--- config.mk ---
export PLATFORM = sky130hd
export DESIGN_NAME = gas_ctrl
export DESIGN_NICKNAME = d
export VERILOG_FILES = /design/src/design/assert_macros.svh /design/src/design/gas_pkg.sv /design/src/design/gas_ctrl.sv
export SDC_FILE = /design/constraint.sdc
export NUM_CORES = 1
export LEC_CHECK = 0
export BUFFER_PORTS_ARGS = -buffer_cell sky130_fd_sc_hd__buf_4
export CAP_MARGIN = 5
export CORE_AREA = 8 8 45 47
export CTS_BUF_LIST = sky130_fd_sc_hd__clkbuf_8 sky130_fd_sc_hd__clkbuf_16
export DETAILED_ROUTE_END_ITERATION = 8
export DIE_AREA = 0 0 53 55
export PLACE_DENSITY = 0.61
export SYNTH_ARGS = -nofsm -noshare
export SYNTH_HDL_FRONTEND = slang
export SYNTH_SLANG_ARGS = --single-unit
--- constraint.sdc ---
create_clock -name aclk -period 1.9 [get_ports aclk]
set_input_delay 0.285 -clock aclk [delete_from_list [all_inputs] [get_ports aclk]]
set_output_delay 0.285 -clock aclk [all_outputs]
set_load 0.05 [all_outputs]
--- src/design/assert_macros.svh ---
// Assertion helpers shared by the RTL.
`ifndef ASSERT_MACROS_SVH
`define ASSERT_MACROS_SVH

// Same-cycle implication, disabled while reset is asserted.
`define ASSERT_NOW(lbl, clk, rst_n, ante, cons, msg) \
    lbl: assert property (@(posedge clk) disable iff (!(rst_n)) (ante) |-> (cons)) \
        else $error(msg);

// Next-cycle implication, disabled while reset is asserted.
`define ASSERT_NEXT(lbl, clk, rst_n, ante, cons, msg) \
    lbl: assert property (@(posedge clk) disable iff (!(rst_n)) (ante) |=> (cons)) \
        else $error(msg);

`endif

--- src/design/gas_pkg.sv ---
package gas_pkg;

    localparam int NODES_DEF      = 256;
    localparam int MAX_DEGREE_DEF = 16;
    localparam int COST_BITS_DEF  = 16;

    localparam int STATUS_W = 3;

    localparam logic [STATUS_W-1:0] ST_NEIGHBOR = 3'd0;
    localparam logic [STATUS_W-1:0] ST_ADDED    = 3'd1;
    localparam logic [STATUS_W-1:0] ST_EMPTY    = 3'd2;
    localparam logic [STATUS_W-1:0] ST_RANGE    = 3'd3;
    localparam logic [STATUS_W-1:0] ST_FULL     = 3'd4;

    // controller -> datapath
    typedef struct packed {
        logic                capture;      // latch the input transaction
        logic                clear_en;     // clear one degree entry
        logic                rd_sel_b;     // degree read at node_b
        logic                lat_da;
        logic                lat_db;
        logic                write_a;      // store entry in node_a's list
        logic                write_b;      // store entry in node_b's list
        logic                idx_inc;
        logic                load_nb;      // output <= neighbor entry
        logic                load_single;  // output <= single status result
        logic [STATUS_W-1:0] single_code;
    } gas_cmd_t;

    // datapath -> controller
    typedef struct packed {
        logic clear_done;
        logic is_query;
        logic range_a;
        logic range_ab;
        logic full;
        logic deg_zero;
        logic self_loop;
        logic more;
    } gas_status_t;

endpackage

--- src/design/gas_ctrl.sv ---
module gas_ctrl import gas_pkg::*; (
    input  logic        aclk,
    input  logic        aresetn,
    input  logic        s_valid,
    output logic        s_ready,
    output logic        m_valid,
    input  logic        m_ready,
    input  gas_status_t status,
    output gas_cmd_t    cmd
);

    typedef enum logic [2:0] {
        S_CLEAR,
        S_IDLE,
        S_CHECK,
        S_CHECK_B,
        S_WRITE_B,
        S_Q_READ,
        S_Q_LOAD,
        S_OUT
    } state_t;

    state_t state_reg;
    state_t state_next;

    assign s_ready = (state_reg == S_IDLE);
    assign m_valid = (state_reg == S_OUT);

    always_comb begin
        cmd        = '0;
        state_next = state_reg;
        case (state_reg)
            S_CLEAR: begin
                cmd.clear_en = 1'b1;
                if (status.clear_done) begin
                    state_next = S_IDLE;
                end
            end
            S_IDLE: begin
                if (s_valid) begin
                    cmd.capture = 1'b1;
                    state_next  = S_CHECK;
                end
            end
            S_CHECK: begin
                // degree of node_a is on the read port now
                cmd.lat_da   = 1'b1;
                cmd.rd_sel_b = 1'b1;
                if (!status.is_query) begin
                    state_next = S_CHECK_B;
                end else if (status.range_a) begin
                    cmd.load_single = 1'b1;
                    cmd.single_code = ST_RANGE;
                    state_next      = S_OUT;
                end else if (status.deg_zero) begin
                    cmd.load_single = 1'b1;
                    cmd.single_code = ST_EMPTY;
                    state_next      = S_OUT;
                end else begin
                    state_next = S_Q_READ;
                end
            end
            S_CHECK_B: begin
                cmd.lat_db = 1'b1;
                if (status.range_ab) begin
                    cmd.load_single = 1'b1;
                    cmd.single_code = ST_RANGE;
                    state_next      = S_OUT;
                end else if (status.full) begin
                    cmd.load_single = 1'b1;
                    cmd.single_code = ST_FULL;
                    state_next      = S_OUT;
                end else begin
                    cmd.write_a = 1'b1;
                    state_next  = S_WRITE_B;
                end
            end
            S_WRITE_B: begin
                cmd.write_b     = !status.self_loop;
                cmd.load_single = 1'b1;
                cmd.single_code = ST_ADDED;
                state_next      = S_OUT;
            end
            S_Q_READ: begin
                state_next = S_Q_LOAD;
            end
            S_Q_LOAD: begin
                cmd.load_nb = 1'b1;
                state_next  = S_OUT;
            end
            S_OUT: begin
                if (m_ready) begin
                    if (status.more) begin
                        cmd.idx_inc = 1'b1;
                        state_next  = S_Q_READ;
                    end else begin
                        state_next = S_IDLE;
                    end
                end
            end
            default: begin
                state_next = S_IDLE;
            end
        endcase
    end

    always_ff @(posedge aclk) begin
        if (!aresetn) begin
            state_reg <= S_CLEAR;
        end else begin
            state_reg <= state_next;
        end
    end

endmodule

## Word-level counts from Yosys, hierarchy flattened

Index checks and enable logic that the tools add are counted.

| storage, ports and cells | value |
|---|---|
| flip-flop bits (word level) | 3 |
| input bits | 12 |
| output and inout bits | 15 |
| logic and storage cells | 43 |

| operators by class | value |
|---|---|
| reduce and logical (&&, ||, !) cells | 4 |
| muxes and demuxes | 28 |
| equal/unequal tests | 10 |

Operators by type and width:

| cell | number |
|---|---|
| 3-bit two-way mux | 7 |
| 3-bit one-hot mux with 7 select lines | 1 |
| 4-bit two-way mux | 5 |
| 3-bit equality test (second input constant) | 4 |
| 4-bit one-hot mux with 3 select lines | 1 |
| 1-bit two-way mux | 10 |
| 2-bit two-way mux | 4 |
| 3-bit by 2-bit equality test with 1-bit output (second input constant) | 2 |
| 2-bit != test (second input constant) | 2 |
| 3-bit by 1-bit equality test with 1-bit output (second input constant) | 1 |
| 3-bit logical NOT | 1 |
| 3-bit AND reduction | 1 |
| 2-bit by 1-bit != test with 1-bit output (second input constant) | 1 |
| 2-bit OR reduction | 1 |
| 1-bit logical NOT | 1 |

## Depth between registers and ports, before layout

Gate-level depths: netlist of run 1.

| depth | value |
|---|---|
| word-level depth | 4 |
| depth in mapped cells | 5 |
| mapped depth without buffers | 3 |

## Worst setup path before layout of run 1

OpenSTA, ideal clock, no wires.

| timing | value |
|---|---|
| path kind | register -> output |
| from | register state_reg[2] |
| to | output port cmd[0] in the netlist's numbering |
| arrival time | 1.757 ns |
| stages on the path, launching flop included | 4 |
| buffers on the path | 1 |
| setup slack | -0.142 ns |
| data required time | 1.615 ns |
| cells stage by stage | dfxtp_1 buf_2 nand2b_1 o21ai_0 |

RTL lines:

| element | line | text |
|---|---|---|
| start: declaration | gas_ctrl.sv:23 | `state_t state_reg;` |
| start signal: assignment | gas_ctrl.sv:111 | `state_reg <= state_next;` |
| end: declaration | gas_ctrl.sv:9 | `output gas_cmd_t cmd` |

==> results of run 1 <==
==> per-stage QoR <==
| step | instances | setup WS, ns | utilization, % |
|---|---|---|---|
| floorplan | 54 | 0.1289 | - |
| global placement | 91 | 0.2678 | 42.68 |
| detailed placement | 91 | 0.2452 | 42.68 |
| CTS | 95 | 0.001325 | 45.93 |
| global route | 95 | 0.002918 | 46.02 |
| finish | 95 | 0.1062 | 46.02 |
==> logic make-up (layout without fill, tap and decap cells) <==
family	count (synthesis)	after routing	share of synthesized area, %
buffers and inverters	7	32	12.34
and+or+nand+nor	27	27	46.92
DFF	3	3	14.82
AOI/OAI and AO/OA	17	17	25.93
==> what timing repair did <==
| item | in CTS | in global routing |
|---|---|---|
| setup endpoints to repair | 0 | 4 |
| hold endpoints to repair | 0 | 0 |
| resized for setup | 0 | 1 |
==> synthesized netlist by cell type, drive strengths merged (2+ instances only) <==
master / number
nand2: 3
nor3: 3
dfxtp: 3
o21a: 3
inv: 2
a21oi: 2
nor2b: 2
nor2: 6
and3: 3
o21ai: 7
buf: 5
nand2b: 2
a31oi: 2
==> per-layer routing <==
| layer | part of all wire (%) | routed length, µm | vias up | global-route usage, % |
|---|---|---|---|---|
| met5 | 0 | 0 | - | 0 |
| met4 | 2.1 | 25 | 0 | 6.466 |
| met3 | 13 | 157 | 3 | 4.011 |
| met2 | 45 | 542 | 20 | 13.48 |
| met1 | 39 | 467 | 205 | 8.524 |
| li1 | - | - | 243 | - |
==> cell type report <==
type / count / share of cell area [%]
clock buffer: 3 / 6.483
clock inverter: 1 / 0.5894
timing repair buffer: 26 / 30.65
multi-input combinational: 44 / 48.33
sequential: 3 / 9.627
tap: 16 / 3.143
inverter: 2 / 1.179
==> worst max-delay path by stage <==
| stage | from | end | cells past startpoint |
|---|---|---|---|
| 2_1_floorplan | state_reg[0] | cmd[3] | 5 |
| 3_3_place_gp | state_reg[0] | cmd[5] | 3 |
| 3_5_place_dp | state_reg[0] | cmd[5] | 3 |
| 4_1_cts | state_reg[0] | cmd[5] | 3 |
| 5_1_grt | state_reg[2] | cmd[0] | 3 |
| 6_report | state_reg[2] | cmd[0] | 3 |
==> power by group <==
group | total (mW) | switching, mW | internal, mW | leakage (nW)
Combinational | 0.119 | 0.0694 | 0.0494 | 0.261
Sequential | 0.0835 | 0.0159 | 0.0677 | 0.0248
Clock | 0.182 | 0.0440 | 0.138 | 0.0269
==> worst reg2reg max path, delay by kind of cell, from the launching register on <==
family,cells,cell delay (ns)
DFF,1,0.43
and+or+nand+nor,2,0.37
AOI/OAI and AO/OA,1,0.33
==> placed cells by master, fill, tap and decap left out, drive strengths merged <==
master,Yosys,final
nor3b,1,1
nand2,3,3
o21bai,1,1
o21a,3,3
nor3,3,3
and3b,1,1
a21boi,1,1
nand2b,2,2
o21ai,7,7
nor4b,1,1
nor4,1,1
a31oi,2,2
nor2,6,6
o311a,1,1
and2,1,1
inv,2,3
or2b,1,1
buf,5,26
clkbuf,0,3
nand3b,1,1
dfxtp,3,3
or3b,1,1
a21oi,2,2
and3,3,3
nor2b,2,2
==> out/qor.yml, run 1 <==
regArea_um2: 61.31
ys_seq_area_share_pct: 14.81
dr.pass1.iters: 4
dieArea_um2: 2915
cts_max_level: 1
crit_path_top_delay_cell: "dfxtp_1"
critical_path.max_fanout: 13
synthTopCellsByArea: "dfxtp_1, o21ai_0, buf_6"
clock_path_buffers: 2
gp_congestion: 0.7196
slew_headroom_pct: 70.91
worstSetupPathType: "reg2out"
hold-worst-slack_ns: 0.2908
yosysTopAreaCellShare_pct: 14.81
grt_usage_pct: 8.475
syn-instance-count: 54
fin_crit_sh_pct: 94.41
leakagePower_nw: 0.3122
drt_iter0_drc: 5
max_clock_freq_mhz: 557.5
num_antenna_cells: 0
via_count: 471
worstPathArrival_ns: 1.51
fin_tns_setup_ns: 0
peakVddDrop_uv: 395.2
hp-start: "m_ready"
stdcell_area_um2: 636.9
r2r_cells: 3
power_mw: 0.3840
r2r-start: "state_reg[1]"
rsz0062_at_grt: "no"
worst_hold_path.num_cells: 2
die_w_um: 53
syn_avg_cell_area_um2: 7.507
max_stage_delay_ns: 0.55
drv_slew: 0
root_buffer: "clkbuf_8"
async_reset_ff_share_pct: 0
min_path_type: "in2reg"
wl_per_cell_um: 12.55
multi_input_area_um2: 307.8
io_pins: 27
drive_above_1_share_pct: 53.16
grt_pass1_wl_mm: 1.863
clock_latency_ns: 0.22
placed_cell_area_um2: 590.6
crit_family: "flip-flops"
fin_skew_ns: 0.0008965
power_density_nw_per_um2: 603.0
cts.reportedPaths.clkPinSlew_ns: 0.03
drc: 0
critical_path.cell_chain: "or3b_4 -> o21ai_1 -> buf_4"
cp.required_ns: 1.62
synth_seq_cells: 3
num_rows: 14
numCtsBuffers: 3
cap_violations: 0
synth.distinct_cells: 32
cts_tree: "yes"
crit_path_end_kind: "primary output"
synth_edf_count: 0
syn_area_um2: 405.4
worstSetupStartpointType: "register"
cts_setup_buffers: 0
nets: 92
die_height_um: 55
outcome: "finished, final reports clean"
worst_pin_slew_ns: 0.4358
syn2layout_area_growth_pct: 57.10
antenna_found_initial: 0
hpwl_um: 923.7
grt_overflow_total: 0
synth-warning-count: 0
fillers: 142
synth_ff_type: "dfxtp_1"
r2r_slack_ns: 0.66
portBuffers: 26
finalSetupViolCount: 0
syn-num-nets: 66
postCtsHoldBufs: 0
rr_endpoint: "state_reg[1]"
min_to: "state_reg[2]"
clock_sinks: 3
largest_register_ffs: 3
grt_pass1_vias: 440
synth_top_area_cell: "dfxtp_1"
core_area_um2: 1384
via_per_inst: 4.958
ant_nets: 0
drt-total-wl_mm: 1.192
fin_crit_ns: 1.794
cp_num_buf_inv: 1
hold_viol_final: 0
grt_max_degree: 21
initial_core_util_pct: 29.29
(Power assumes the default switching activity.)
==> run 2: changes to the inputs <==
ABC_AREA = 1   (was not set)
PLACE_DENSITY = 0.59   (was 0.61)
==> run 2 against run 1 <==
First-iteration DRC count decreased by 20%. Area after synthesis decreased by 7.7%. Routed wire length increased by 0.59%. Clock skew increased by 0.0051 ns. Sequential share of layout area increased by 0.54 points. Final cell count increased by 16%. Critical path type unchanged. Largest power group is now combinational cells. Highest routed layer unchanged.
==> out/qor.yml, run 2 <==
portBuffers: 26  # unchanged
largest_register_ffs: 3  # unchanged
fin_tns_setup_ns: 0  # unchanged
cts_setup_buffers: 0  # unchanged
r2r_slack_ns: 0.71  # +0.05 ns
io_pins: 27  # unchanged
fillers: 159  # +12%
fin_crit_ns: 1.660  # -0.1340 ns
gp_congestion: 0.7882  # +9.5%
drv_slew: 0  # unchanged
min_path_type: "in2reg"
fin_crit_sh_pct: 87.36  # -7.1 points
synthTopCellsByArea: "dfxtp_1, nand2_1, inv_1"
worstPathArrival_ns: 1.37  # -0.14 ns
cp_num_buf_inv: 2  # +1
yosys-top-cells-count: "nand2_1, inv_1, nor2_1"
syn2layout_area_growth_pct: 64.55
via_count: 502  # +6.6%
root_buffer: "clkbuf_8"
grt_usage_pct: 8.624  # +0.15 points
cts_tree: "yes"
syn-num-nets: 79  # +20%
dr.pass1.iters: 5  # +1
worstSetupPathType: "reg2out"
critical_path.max_fanout: 9  # -4
leakagePower_nw: 0.3636  # +16%
clock_sinks: 3  # unchanged
final_common_cell: "buf_4"
cts.reportedPaths.clkPinSlew_ns: 0.04  # about the same
worstSetupStartpointType: "register"
worst_pin_slew_ns: 0.3601  # -0.07573 ns
num_antenna_cells: 0  # unchanged
max_clock_freq_mhz: 602.5  # +8.1%
synth_seq_cells: 3  # unchanged
crit_path_end_kind: "primary output"
ys_seq_area_share_pct: 16.05  # +1.2 points
drc: 0  # unchanged
synth.distinct_cells: 19  # -41%
syn_avg_cell_area_um2: 5.584  # -26%
finalSetupViolCount: 0  # unchanged
dp_cells: 106  # +16%
yosysMostFrequentCell: "nand2_1"
core_area_um2: 1384  # unchanged
outcome: "finished, final reports clean"
stdcell_area_um2: 615.6  # -3.3%
clock_latency_ns: 0.22  # about the same
drt_iter0_drc: 4  # -1
nets: 107  # +16%
syn-instance-count: 67  # +24%
critical_path.cell_chain: "inv_2 -> nand4_1 -> or2_1 -> o21ai_1 -> buf_4"
cp.required_ns: 1.62  # about the same
initial_core_util_pct: 27.03  # -2.3 points
synth-warning-count: 0  # unchanged
grt_pass1_wl_mm: 1.876  # +0.70%
cap_violations: 0  # unchanged
via_per_inst: 4.564  # -8.0%
rsz0062_at_grt: "no"
num_rows: 14  # unchanged
synth_ff_type: "dfxtp_1"
cts_max_level: 1  # unchanged
drive_above_1_share_pct: 45.74  # -7.4 points
drt-total-wl_mm: 1.199  # +0.59%
placed_cell_area_um2: 570.5  # -3.4%
synth_edf_count: 0  # unchanged
hold_viol_final: 0  # unchanged
postCtsHoldBufs: 0  # unchanged
die_height_um: 55  # unchanged
die_w_um: 53  # unchanged
max_stage_delay_ns: 0.40  # -0.15 ns
syn_area_um2: 374.1  # -7.7%
grt_max_degree: 10  # -52%
peakVddDrop_uv: 481.4  # +22%
cts_resized: 0  # unchanged
numCtsBuffers: 3  # unchanged
crit_family: "flip-flops"
crit_path_top_delay_cell: "dfxtp_1"
antenna_found_initial: 0  # unchanged
grt_overflow_total: 0  # unchanged
slew_headroom_pct: 75.96  # +5.1 points
power_density_nw_per_um2: 893.8  # +48%
fin_skew_ns: 0.006036  # +0.005140 ns
dieArea_um2: 2915  # unchanged
final_cell_count_no_fill: 110  # +16%
grt_pass1_vias: 472  # +7.3%
async_reset_ff_share_pct: 0  # unchanged
yosysTopAreaCellShare_pct: 16.05  # +1.2 points
hpwl_mm: 1.014  # +9.8%
clock_path_buffers: 2  # unchanged
wl_per_cell_um: 10.90  # -13%
synth_top_area_cell: "dfxtp_1"
most-common-layout-cells: "buf_4, nand2_1, inv_1"
ant_nets: 0  # unchanged
[run 2: metrics by stage]
step	utilization, %	power, mW	worst slack, ns	hold WS, ns
2_1_floorplan	-	0.2960	-0.1049	0.4018
3_3_place_gp	41.23	0.3639	0.4919	0.5368
3_5_place_dp	41.23	0.3651	0.4664	0.5350
4_1_cts	44.48	0.5590	0.2330	0.3061
5_1_grt	44.48	0.5849	0.1584	0.3333
6_report	44.48	0.5502	0.2402	0.3060
[run 2: cell families after synthesis]
family	Yosys count	share of synthesized area [%]
flip-flops	3	16.05
buffers and inverters	17	21.07
AND/OR/NAND/NOR	41	53.17
AO/OA/AOI/OAI	6	9.700
[run 2: tightest hold or removal path: stages]
cell,delay (ns)
buf_4,0.11
nand2_1,0.05
a21oi_1,0.04
[run 2: worst paths after layout]
check / start / endpoint / depth (start not counted)
min reg2reg: state_reg[1] / state_reg[2] / 2
max reg2reg: state_reg[2] / state_reg[2] / 6
max: state_reg[2] / cmd[1] / 5
min: aresetn / state_reg[0] / 3
[run 2: final cells by class]
type / count / area [µm²] / share of cell area [%]
sequential: 3 / 62.56 / 10.16
clock inverter: 1 / 3.754 / 0.6098
tap: 16 / 20.02 / 3.252
multi-input combinational: 47 / 240.2 / 39.02
timing repair buffer: 26 / 195.2 / 31.71
clock buffer: 3 / 41.29 / 6.707
inverter: 14 / 52.55 / 8.537
[run 2: per-layer routing]
layer	share of wire (%)	global-route usage (%)	up-vias	routed length, µm
li1	-	-	262	-
met1	36	8.030	213	432
met2	47	14.06	23	568
met3	14	5.615	4	164
met4	2.9	5.172	0	35
met5	0	0	-	0
[run 2: report_power, final]
part           switching [mW]  total, mW  leakage, nW  internal (mW)
clock network          0.0509      0.189       0.0269          0.138
logic                   0.177      0.264        0.311         0.0869
registers              0.0236     0.0974       0.0253         0.0738
==> run 3: changes to the inputs <==
clock period = 1.8 ns   (was 1.9 ns; I/O delays follow)
==> run 3 against run 2 <==
Register-to-register slack got worse by 0.10 ns. Hold slack got worse by 0.0017 ns. Sequential power rose by 5%. Global-route usage decreased by 0.60 points. Via count is 1.8% lower. Critical endpoint unchanged.
==> out/qor.yml, run 3 (same netlist as run 2, synthesis figures left out) <==
outcome: "finished, final reports clean"
cap_violations: 0  # unchanged
nets: 107  # unchanged
via_per_inst: 4.482  # -1.8%
num_rows: 14  # unchanged
regArea_um2: 62.56  # unchanged
initial_core_util_pct: 27.03  # unchanged
via_count: 493  # -1.8%
grt_pass1_vias: 476  # +0.85%
dieArea_um2: 2915  # unchanged
postCtsHoldBufs: 0  # unchanged
core_area_um2: 1384  # unchanged
critical_path.max_fanout: 9  # unchanged
root_buffer: "clkbuf_8"
io_pins: 27  # unchanged
leakagePower_nw: 0.3636  # unchanged
hpwl_mm: 1.026  # +1.2%
peakVddDrop_uv: 401.5  # -17%
clock_latency_ns: 0.22  # about the same
clock_path_buffers: 2  # unchanged
drc: 0  # unchanged
largest_register_ffs: 3  # unchanged
fin_crit_sh_pct: 91.10
dp_worst_setup_slack_ns: 0.3789  # -0.08753 ns
cts_resized: 0  # unchanged
crit_path_end_kind: "primary output"
antenna_found_initial: 0  # unchanged
worstPathArrival_ns: 1.37  # about the same
num_antenna_cells: 0  # unchanged
layout_setup_ws_ns: 0.1603  # -0.07992 ns
wl_per_cell_um: 10.57  # -3.0%
placed_cell_area_um2: 570.5  # unchanged
grt_pass1_wl_mm: 1.773  # -5.5%
worstSetupPathType: "reg2out"
worstSetupStartpointType: "register"
stdcell_area_um2: 615.6  # unchanged
numCtsBuffers: 3  # unchanged
cts_setup_buffers: 0  # unchanged
fin_skew_ns: 0.0009664  # -0.005070 ns
cts.reportedPaths.clkPinSlew_ns: 0.03  # about the same
dr.pass1.iters: 4  # -1
die_height_um: 55  # unchanged
drive_above_1_share_pct: 45.74  # unchanged
drv_slew: 0  # unchanged
fin_crit_ns: 1.640
final_common_cell: "buf_4"
power_density_nw_per_um2: 929.1  # +4.0%
max_clock_freq_mhz: 609.9
portBuffers: 26  # unchanged
cts_tree: "yes"
slew_headroom_pct: 75.78  # -0.18 points
fillers: 159  # unchanged
min_path_type: "in2reg"
cts_max_level: 1  # unchanged
grt_overflow_total: 0  # unchanged
ant_nets: 0  # unchanged
finalSetupViolCount: 0  # unchanged
die_w_um: 53  # unchanged
drt-total-wl_mm: 1.163  # -3.0%
grt_usage_pct: 8.028  # -0.60 points
cp.required_ns: 1.53  # -0.09 ns
gp_congestion: 0.7882  # unchanged
grt_max_degree: 10  # unchanged
hold_viol_final: 0  # unchanged
worst_pin_slew_ns: 0.3628  # +0.002728 ns
rsz0062_at_grt: "no"
drt_iter0_drc: 2  # -2
fin_util_pct: 44.48  # unchanged
fin_tns_setup_ns: 0  # unchanged
most-common-layout-cells: "buf_4, nand2_1, inv_1"
multi_input_area_um2: 240.2  # unchanged
syn2layout_area_growth_pct: 64.55  # unchanged
clock_sinks: 3  # unchanged
-- run 3: cell counts in the layout (fill, tap and decap cells not counted) --
No cell type changed its count.
-- run 3: report_power, final --
part           total (mW)  internal [mW]  leakage [nW]  switching [mW]
sequential          0.102         0.0779        0.0253          0.0243
clock               0.191          0.145        0.0269          0.0458
combinational       0.279         0.0918         0.311           0.187
-- run 3: per-layer routing --
layer  global-route usage [%]  share of wire [%]  vias up
li1                         -                  -      259
met1                    7.132                 37      211
met2                    14.65                 50       21
met3                    3.476                 12        2
met4                    5.172                1.4        0
met5                        0                  0        -
-- run 3: layout make-up --
cell class / count / share of cell area [%]
Tap cell: 16 / 3.252
Sequential cell: 3 / 10.16
Clock inverter: 1 / 0.6098
Inverter: 14 / 8.537
Timing Repair Buffer: 26 / 31.71
Clock buffer: 3 / 6.707
Multi-Input combinational cell: 47 / 39.02
-- run 3: critical path, stage by stage (launching register included) --
cell     delay, ns
dfxtp_1       0.40
inv_2         0.13
nand4_1       0.10
or2_1         0.24
o21ai_1       0.08
buf_4         0.21
-- run 3: stage by stage --
step                std cells  power (mW)  hold slack [ns]
floorplan                  67      0.3125           0.3868
global placement          106      0.3841           0.5218
detailed placement        106      0.3864           0.5301
CTS                       110      0.5860           0.3001
global route              110      0.6117           0.3267
finish                    110      0.5720           0.3042
-- run 3: path summary, 6_finish.rpt --
check	endpoint	start	cells past startpoint	slack [ns]
min reg2reg	state_reg[2]	state_reg[1]	2	0.64
min	state_reg[0]	aresetn	3	0.30
max	cmd[1]	state_reg[2]	5	0.16
max reg2reg	state_reg[1]	state_reg[2]	6	0.61
